File: config.mk
export PLATFORM = sky130hd
export DESIGN_NAME = sapq_cell
export DESIGN_NICKNAME = d
export VERILOG_FILES = /design/src/rtl/core/sapq_pkg.sv /design/src/rtl/core/sapq_cell.sv
export SDC_FILE = /design/constraint.sdc
export NUM_CORES = 1
export LEC_CHECK = 0
export BUFFER_PORTS_ARGS = -buffer_cell sky130_fd_sc_hd__buf_2
export CELL_PAD_IN_SITES_DETAIL_PLACEMENT = 1
export CELL_PAD_IN_SITES_GLOBAL_PLACEMENT = 1
export CORE_ASPECT_RATIO = 0.6
export CORE_MARGIN = 1.5
export CORE_UTILIZATION = 34
export DETAILED_ROUTE_END_ITERATION = 16
export PLACE_DENSITY_LB_ADDON = 0.1
export SETUP_SLACK_MARGIN = 0.02
export SLEW_MARGIN = 40
export SYNTH_ARGS = -nofsm -noshare
export SYNTH_HDL_FRONTEND = slang
export SYNTH_SLANG_ARGS = --single-unit
File: constraint.sdc
create_clock -name i_clk -period 7.2 [get_ports i_clk]
set_clock_uncertainty 0.1 [all_clocks]
set_input_delay 1.08 -clock i_clk [delete_from_list [all_inputs] [get_ports i_clk]]
set_output_delay 1.08 -clock i_clk [all_outputs]
set_load 0.005 [all_outputs]
File: src/rtl/core/sapq_pkg.sv
// Shared widths, codes and types of the sorted array priority queue.
package sapq_pkg;

    localparam int DATA_W          = 32;
    localparam int PRIO_W          = 32;
    localparam int STATUS_W        = 2;
    localparam int HELD_W          = 8;
    localparam int QUEUE_DEPTH_DEF = 128;

    // Request kinds
    localparam logic REQ_INSERT = 1'b0;
    localparam logic REQ_REMOVE = 1'b1;

    // Result status codes
    localparam logic [STATUS_W-1:0] ST_DONE  = 2'd0;
    localparam logic [STATUS_W-1:0] ST_FULL  = 2'd1;
    localparam logic [STATUS_W-1:0] ST_EMPTY = 2'd2;

    // One stored entry
    typedef struct packed {
        logic signed [DATA_W-1:0] data;
        logic signed [PRIO_W-1:0] prio;
    } t_slot;

    // Command broadcast to every cell
    typedef struct packed {
        logic  insert;
        logic  remove;
        t_slot entry;
    } t_cell_cmd;

endpackage

File: src/rtl/core/sapq_cell.sv
// One slot of the sorted shifting store.
module sapq_cell (
    input  logic                i_clk,
    input  sapq_pkg::t_cell_cmd i_cmd,
    input  sapq_pkg::t_slot     i_left,
    input  logic                i_left_take,
    input  sapq_pkg::t_slot     i_right,
    input  logic                i_occupied,
    output sapq_pkg::t_slot     o_slot,
    output logic                o_take
);

    sapq_pkg::t_slot r_slot;
    sapq_pkg::t_slot n_slot;

    // Flag this slot as displaced by the new entry: empty or strictly lower priority
    assign o_take = !i_occupied || ($signed(r_slot.prio) < $signed(i_cmd.entry.prio));
    assign o_slot = r_slot;

    // Pick next content: hold, take new entry, shift back, or advance forward
    always_comb begin
        n_slot = r_slot;
        if (i_cmd.insert && o_take) begin
            n_slot = i_left_take ? i_left : i_cmd.entry;
        end else if (i_cmd.remove) begin
            n_slot = i_right;
        end
    end

    always_ff @(posedge i_clk) begin
        r_slot <= n_slot;
    end

endmodule

## Yosys cells after proc, flatten, opt, wreduce, memory -nomap -nowiden

Index checks and enable logic that the tools add are counted.

| word-level totals | value |
|---|---|
| output and inout port bits | 65 |
| bits of input ports | 197 |
| register bits | 64 |
| logic and storage cells | 10 |

| operators by class | value |
|---|---|
| reductions and logical operators | 4 |
| multiplexer cells | 3 |
| order comparisons | 1 |

Operators with widths:

| operator | number |
|---|---|
| 2-to-1 mux 64 bit | 3 |
| < comparator 32 bit | 1 |
| nonzero test 2 bit | 1 |
| logical AND 1 bit | 1 |
| logical NOT 1 bit | 1 |
| logical OR 1 bit | 1 |

## Longest topological paths before layout

Gate-level depths: netlist of the first run.

| depth | value |
|---|---|
| depth after elaboration | 4 |
| depth in mapped cells | 10 |
| mapped depth without buffers | 8 |

## Worst setup path after synthesis of the first run

No wires, ideal clock.

| timing | value |
|---|---|
| kind | input -> register |
| start point | input i_cmd[31] in the netlist's numbering |
| end point | register r_slot, in the netlist o_slot[0] (enable) |
| buffers on the path | 2 |
| arrival time | 3523 ps |
| slack | 3183 ps |
| data required time | 6706 ps |
| setup time | 394 ps |
| cell stages on the path | 10 |
| path through | inv_1 ha_1 nand4_1 nor4_2 a221oi_1 a21o_1 o221ai_2 buf_6 buf_8 or2_2 |

| on the way | value |
|---|---|
| word-level cells in the longest chain between the ends | 4 |

Ends and longest elaborated chain:

| element | RTL line | source |
|---|---|---|
| from (decl) | sapq_cell.sv:4 | `input sapq_pkg::t_cell_cmd i_cmd,` |
| < comparator 32 bit | sapq_cell.sv:17 | `assign o_take = !i_occupied \|\| ($signed(r_slot.prio) < $signed(i_cmd.entry.prio));` |
| logical OR 1 bit | sapq_cell.sv:17 |  |
| logical AND 1 bit | sapq_cell.sv:23 | `if (i_cmd.insert && o_take) begin` |
| nonzero test 2 bit (no line) | - |  |
| to (signal assigned) | sapq_cell.sv:31 | `r_slot <= n_slot;` |
| to (decl) | sapq_cell.sv:13 | `sapq_pkg::t_slot r_slot;` |

No other way between the ends.
A chain may end at the register's enable or synchronous reset.

## Final worst setup path of the first run

| timing | value |
|---|---|
| start point | input i_cmd[1] in the netlist's numbering |
| end point | output o_take |

| on the way | value |
|---|---|
| word-level cells in the longest chain between the ends | 2 |

Ends and longest elaborated chain:

| element | RTL line | source |
|---|---|---|
| < comparator 32 bit | sapq_cell.sv:17 |  |
| logical OR 1 bit | sapq_cell.sv:17 |  |
| to (decl) | sapq_cell.sv:10 | `output logic o_take` |

No other way between the ends.

==> results.json, run 1 <==
{
  "firstDrtPassIters": 4,
  "synth_cell_types": 33,
  "ant_nets": 0,
  "io_buffer_count": 261,
  "critPathTopFamily": "compound AO/OA/AOI/OAI gates",
  "drive_gt1_share_pct": 52.57,
  "synthArstFlopShare_pct": 0,
  "core-area_um2": 12140,
  "num_vias": 3713,
  "netlist_area_um2": 4254,
  "synthMuxAreaShare_pct": 25.68,
  "netlist.top_cell.by_area": "edfxtp_1",
  "dieWidth_um": 147.4,
  "cts_inserted_buffers": 9,
  "cap_violations": 0,
  "slew_violations": 0,
  "cts_tree": "done",
  "ios": 262,
  "fin_area_um2": 5949,
  "synth.avg_cell_area_um2": 11.78,
  "synth_edf_count": 64,
  "fmax_mhz": 244.0,
  "yosys.area_share.simple_pct": 5.912,
  "dpl.hpwl_mm": 10.50,
  "critical-path-max-stage-delay_ns": 0.40,
  "netlist.area_leader.share_pct": 45.18,
  "grt_use_total_pct": 19.83,
  "layout_commonest_cell": "buf_2",
  "final-setup-viol-count": 0,
  "via_per_inst": 4.718,
  "place_area_um2": 5685,
  "cts_resized": 0,
  "worst_pin_slew_ns": 0.7335,
  "path_max_fanout": 2,
  "die_area_um2": 13210,
  "synth_xor_area_share_pct": 0,
  "wirelength_mm": 13.21,
  "power_density_nw_per_um2": 212.8,
  "synth_ff_type": "edfxtp_1",
  "p_int_mw": 0.9048,
  "post_drt_wl_per_cell_um": 16.79,
  "gp_congestion": 0.7862,
  "start_util_pct": 35.04,
  "rows": 31,
  "ys_seq_area_share_pct": 45.18,
  "die_y_um": 89.65,
  "worst_setup_path_start_kind": "primary input",
  "antenna_found_initial": 0,
  "slew_headroom_pct": 51.10,
  "cp.arrival_ns": 2.92,
  "seqPwrFrac_pct": 41.3,
  "clock_power_share_pct": 30.4,
  "most-common-layout-cells": "buf_2, edfxtp_1, mux2_1",
  "p_sw_share_pct": 28.54,
  "outcome": "finished, final reports clean",
  "post-cts-setup-buffer-count": 0,
  "nNetsFinal": 845,
  "synth_top_family_by_area": "multiplexers",
  "rsz0062_at_grt": "no",
  "postCtsHoldBufs": 0,
  "hold_violations": 0,
  "htreeDepth": 3,
  "post-route-period-util_pct": 56.92,
  "grt_pass1_wl_mm": 20.01,
  "grt_max_degree": 96,
  "worstSetupEndpointType": "output pin",
  "grt_pass1_vias": 3942,
  "required_ns": 6.02,
  "diodes": 0,
  "path_cells": "buf_2, inv_1, ha_1, a2111oi_0, a2111oi_0, o31a_1, o311ai_0, buf_2",
  "p_sw_mw": 0.3614,
  "cts-root-buf": "clkbuf_16",
  "setup-tns-final_ns": 0,
  "insertion_delay_ns": 0.33,
  "synth-seq-cells": 64,
  "synthTopCellsByArea": "edfxtp_1, mux2_1, mux2_2",
  "syn_inst": 361,
  "path_clk_slew_ns": 0.06,
  "synthToLayoutAreaGrowth_pct": 39.85,
  "synth_compound_area_share_pct": 8.176,
  "synthAdderAreaFrac_pct": 9.118,
  "drc_errors": 0,
  "holdCritPathClass": "primary input to flop",
  "gr-total-overflow": 0,
  "timing.critical_path.buf_inv": 3,
  "yosys_warnings": 0,
  "clockBufferDepth": 2,
  "clkSinkCount": 64,
  "drtIter0Drc": 84,
  "power_leakage_nw": 2.838,
  "largest_reg_flops": 64,
  "power_frac_comb_pct": 28.3,
  "min_period_ns": 4.098,
  "slowest_stage": "a2111oi_0",
  "max-vdd-ir-drop_uv": 92.92,
  "synth_nets": 589,
  "crit_type": "primary input to output pin"
}
routing by layer:
metal	vias up	global-route usage (%)	share of wire, %
met5	-	0	0
met4	0	5.000	1.1
met3	14	6.566	7.6
met2	143	34.23	49
met1	1722	24.36	42
li1	1834	-	-
path summary, 6_finish.rpt:
kind	from	endpoint	slack, ns	depth (start not counted)
worst max register to register	o_slot[27]	o_slot[8]	3.60	8
worst max-delay path	i_cmd[1]	o_take	3.10	8
worst min register to register	o_slot[31]	o_slot[31]	1.39	5
worst min-delay path	i_right[31]	o_slot[31]	0.93	2
final cells by class:
type	instances	area, µm²
Inverter	36	135.1
Multi-Input combinational cell	243	2091
Timing Repair Buffer	263	1331
Clock buffer	9	225.2
Tap cell	165	206.4
Sequential cell	64	1922
Clock inverter	7	38.79
Fill cell	1446	6191
worst reg2reg max path, stage by stage (launching register included):
cell      delay, ns
edfxtp_1       0.41
ha_1           0.35
nand4_1        0.18
nor4_2         0.36
a221oi_1       0.19
a21o_1         0.25
o221ai_4       0.19
or2_2          0.63
buf_4          0.56
metrics by stage:
| stage | setup WS [ns] | hold WS, ns | total power, mW | std cells | util (%) |
|---|---|---|---|---|---|
| 2_1_floorplan | 3.183 | 1.082 | 0.7271 | 361 | - |
| 3_3_place_gp | 2.899 | 1.262 | 0.8817 | 771 | 46.77 |
| 3_5_place_dp | 2.775 | 1.268 | 0.8942 | 771 | 46.83 |
| 4_1_cts | 3.080 | 0.9225 | 1.288 | 787 | 49.01 |
| 5_1_grt | 2.837 | 0.9267 | 1.347 | 787 | 49.01 |
| 6_report | 3.102 | 0.9334 | 1.266 | 787 | 49.01 |
power groups by stage:
stage	registers (mW)	logic, mW	clock network (mW)
after floorplan	0.534	0.193	0
after global placement	0.529	0.353	0
after detailed placement	0.530	0.364	0
after CTS	0.524	0.367	0.397
after global routing	0.531	0.402	0.414
final	0.523	0.358	0.385
cell usage after synthesis, types with 2 or more instances:
library cell	number
buf_1	2
a21oi_1	11
buf_6	5
nand2b_1	2
a21o_1	3
o21ai_0	35
ha_1	31
a2111oi_0	2
clkbuf_1	9
inv_1	36
edfxtp_1	64
nor2_1	2
nand2_1	41
mux2_1	49
mux2_2	48
nand4_1	4
cells by family after synthesis:
group                      Yosys count
buffers and inverters               54
muxes                               97
AOI/OAI and AO/OA                   60
adders and majority gates           31
DFF                                 64
and+or+nand+nor                     55
Note: power is estimated with default switching activity, not from simulation.
==> inputs of run 2 (changes only) <==
--- a/config.mk
+++ b/config.mk
@@ -10,7 +10,7 @@
 export CELL_PAD_IN_SITES_GLOBAL_PLACEMENT = 1
 export CORE_ASPECT_RATIO = 0.6
 export CORE_MARGIN = 1.5
-export CORE_UTILIZATION = 34
+export CORE_UTILIZATION = 29
 export DETAILED_ROUTE_END_ITERATION = 16
 export PLACE_DENSITY_LB_ADDON = 0.1
 export SETUP_SLACK_MARGIN = 0.02
==> constraint.sdc (replaced) <==
create_clock -name i_clk -period 3.6 [get_ports i_clk]
set_clock_uncertainty 0.1 [all_clocks]
set_input_delay 0.54 -clock i_clk [delete_from_list [all_inputs] [get_ports i_clk]]
set_output_delay 0.54 -clock i_clk [all_outputs]
set_load 0.005 [all_outputs]
==> run 2 against run 1 <==
Against the previous run: combinational power is 110% higher; first-iteration DRC count is 140% higher; sequential cell count did not move; largest cell class unchanged; non-clock buffer count rose by 4; sequential share of layout area is 0.68 points lower; register-to-register slack got worse by 3.1 ns; global-route usage fell by 2.2 points; cell count up 4.8%; critical path depth is 2 lower; clock power grew 120%; sequential power increased by 99%.
==> results.json, run 2 (same netlist as run 1, synthesis figures left out) <==
{
  "outcome": "finished, final reports clean",
  "core-area_um2": 14420,
  "max-vdd-ir-drop_uv": 230.0,
  "r2r_slack_ns": 0.52,
  "insertion_delay_ns": 0.33,
  "post-route-util_pct": 42.15,
  "largest_reg_flops": 64,
  "cts_tree": "done",
  "path_max_fanout": 2,
  "gr-total-overflow": 0,
  "worst_setup_path_start_kind": "flop",
  "ios": 262,
  "power_density_nw_per_um2": 435.9,
  "reg2reg_from": "o_slot[19]",
  "fmax_mhz": 322.2,
  "htreeDepth": 3,
  "path_cells": "ha_1, a2111oi_0, a2111oi_0, o31a_1, o311ai_0, buf_2",
  "critical-path-max-stage-delay_ns": 0.43,
  "grt_pass1_wl_mm": 21.22,
  "rows": 34,
  "fin_area_um2": 6078,
  "preCtsSetupSlack_ns": 0.2311,
  "most-common-layout-cells": "buf_2, edfxtp_1, mux2_1",
  "wl_met2_mm": 6.067,
  "postCtsHoldBufs": 0,
  "required_ns": 2.96,
  "slowest_stage": "a2111oi_0",
  "rr_worst_depth": 9,
  "grt_pass1_vias": 4090,
  "post-route-period-util_pct": 86.20,
  "rr_endpoint": "o_slot[48]",
  "dpl.hpwl_mm": 10.72,
  "grt_max_degree": 96,
  "setup-tns-final_ns": 0,
  "post_drt_wl_per_cell_um": 16.04,
  "stdcell_count": 825,
  "slew_headroom_pct": 53.17,
  "die_y_um": 96.82,
  "slew_violations": 0,
  "finalPower_mw": 2.649,
  "path_clk_slew_ns": 0.06,
  "drtIter0Drc": 205,
  "cts_inserted_buffers": 9,
  "ant_nets": 0,
  "gp_congestion": 0.7716,
  "cp-startpoint": "o_slot[1]",
  "top_layer": "met4",
  "power_leakage_nw": 2.887,
  "cp_common_cell": "a2111oi_0",
  "crit_type": "flop to output pin",
  "cp.arrival_ns": 2.46,
  "post-cts-setup-buffer-count": 0,
  "min_period_ns": 3.103,
  "num_vias": 3667,
  "holdCritPathClass": "primary input to flop",
  "critPathTopFamily": "compound AO/OA/AOI/OAI gates",
  "wl_met1_mm": 5.922,
  "start_util_pct": 29.50,
  "firstDrtPassIters": 4,
  "cts_resized": 0,
  "final-setup-viol-count": 0,
  "rsz0062_at_grt": "no",
  "die_area_um2": 15430,
  "grt_use_total_pct": 17.59,
  "place_area_um2": 5778,
  "via_per_inst": 4.445,
  "worst-path-stages": 6,
  "layout_setup_ws_ns": 0.4968,
  "worst_pin_slew_ns": 0.7025,
  "drive_gt1_share_pct": 53.35,
  "cap_violations": 0,
  "holdWs_ns": 0.3981,
  "antenna_found_initial": 1,
  "dp.cells": 808,
  "nNetsFinal": 849,
  "clkSinkCount": 64,
  "hold_violations": 0,
  "cts-root-buf": "clkbuf_16",
  "timing.critical_path.buf_inv": 1,
  "dieWidth_um": 159.4,
  "layout_commonest_cell": "buf_2",
  "wirelength_mm": 13.23,
  "clockBufferDepth": 2,
  "wl_met3_mm": 1.139,
  "io_buffer_count": 261,
  "drc_errors": 0,
  "crit_end": "o_take",
  "worstSetupEndpointType": "output pin",
  "synthToLayoutAreaGrowth_pct": 42.88
}
[run 2: cell count changes in the layout (fill, tap and decap cells not counted)]
cell,before,now
buf_6,2,1
buf_12,0,2
clkinvlp_4,3,2
diode_2,0,1
clkinv_4,0,2
bufinv_16,0,1
buf_4,1,4
clkinv_1,3,0
clkinv_2,1,2
[run 2: metal layers]
| metal | up-vias | global-route usage [%] |
|---|---|---|
| met5 | - | 0 |
| met4 | 0 | 3.483 |
| met3 | 10 | 6.732 |
| met2 | 139 | 29.66 |
| met1 | 1675 | 21.43 |
| li1 | 1843 | - |
[run 2: worst min path at each step]
stage                            from    endpoint  slack (ns)  depth (start not counted)
final                     i_right[57]  o_slot[57]        0.40                          2
after global routing      i_right[51]  o_slot[51]        0.39                          2
after CTS                 i_right[57]  o_slot[57]        0.39                          2
after detailed placement  i_right[33]  o_slot[33]        0.73                          2
after global placement    i_right[35]  o_slot[35]        0.72                          2
after floorplan           i_right[14]  o_slot[14]        0.64                          1
[run 2: cell type report]
cell class	count	area, µm²
repair buffers	267	1383
clock buffers	9	225.2
diodes	1	2.502
flip-flops and latches	64	1922
inverters	36	135.1
fillers	1675	8343
well taps	198	247.7
clock inverters	7	72.57
multi-input cells	243	2091
[run 2: power breakdown]
part | internal, mW | switching, mW | total [mW] | leakage, nW
sequential | 0.990 | 0.0540 | 1.04 | 0.648
clock | 0.535 | 0.331 | 0.866 | 0.141
combinational | 0.378 | 0.361 | 0.739 | 2.10
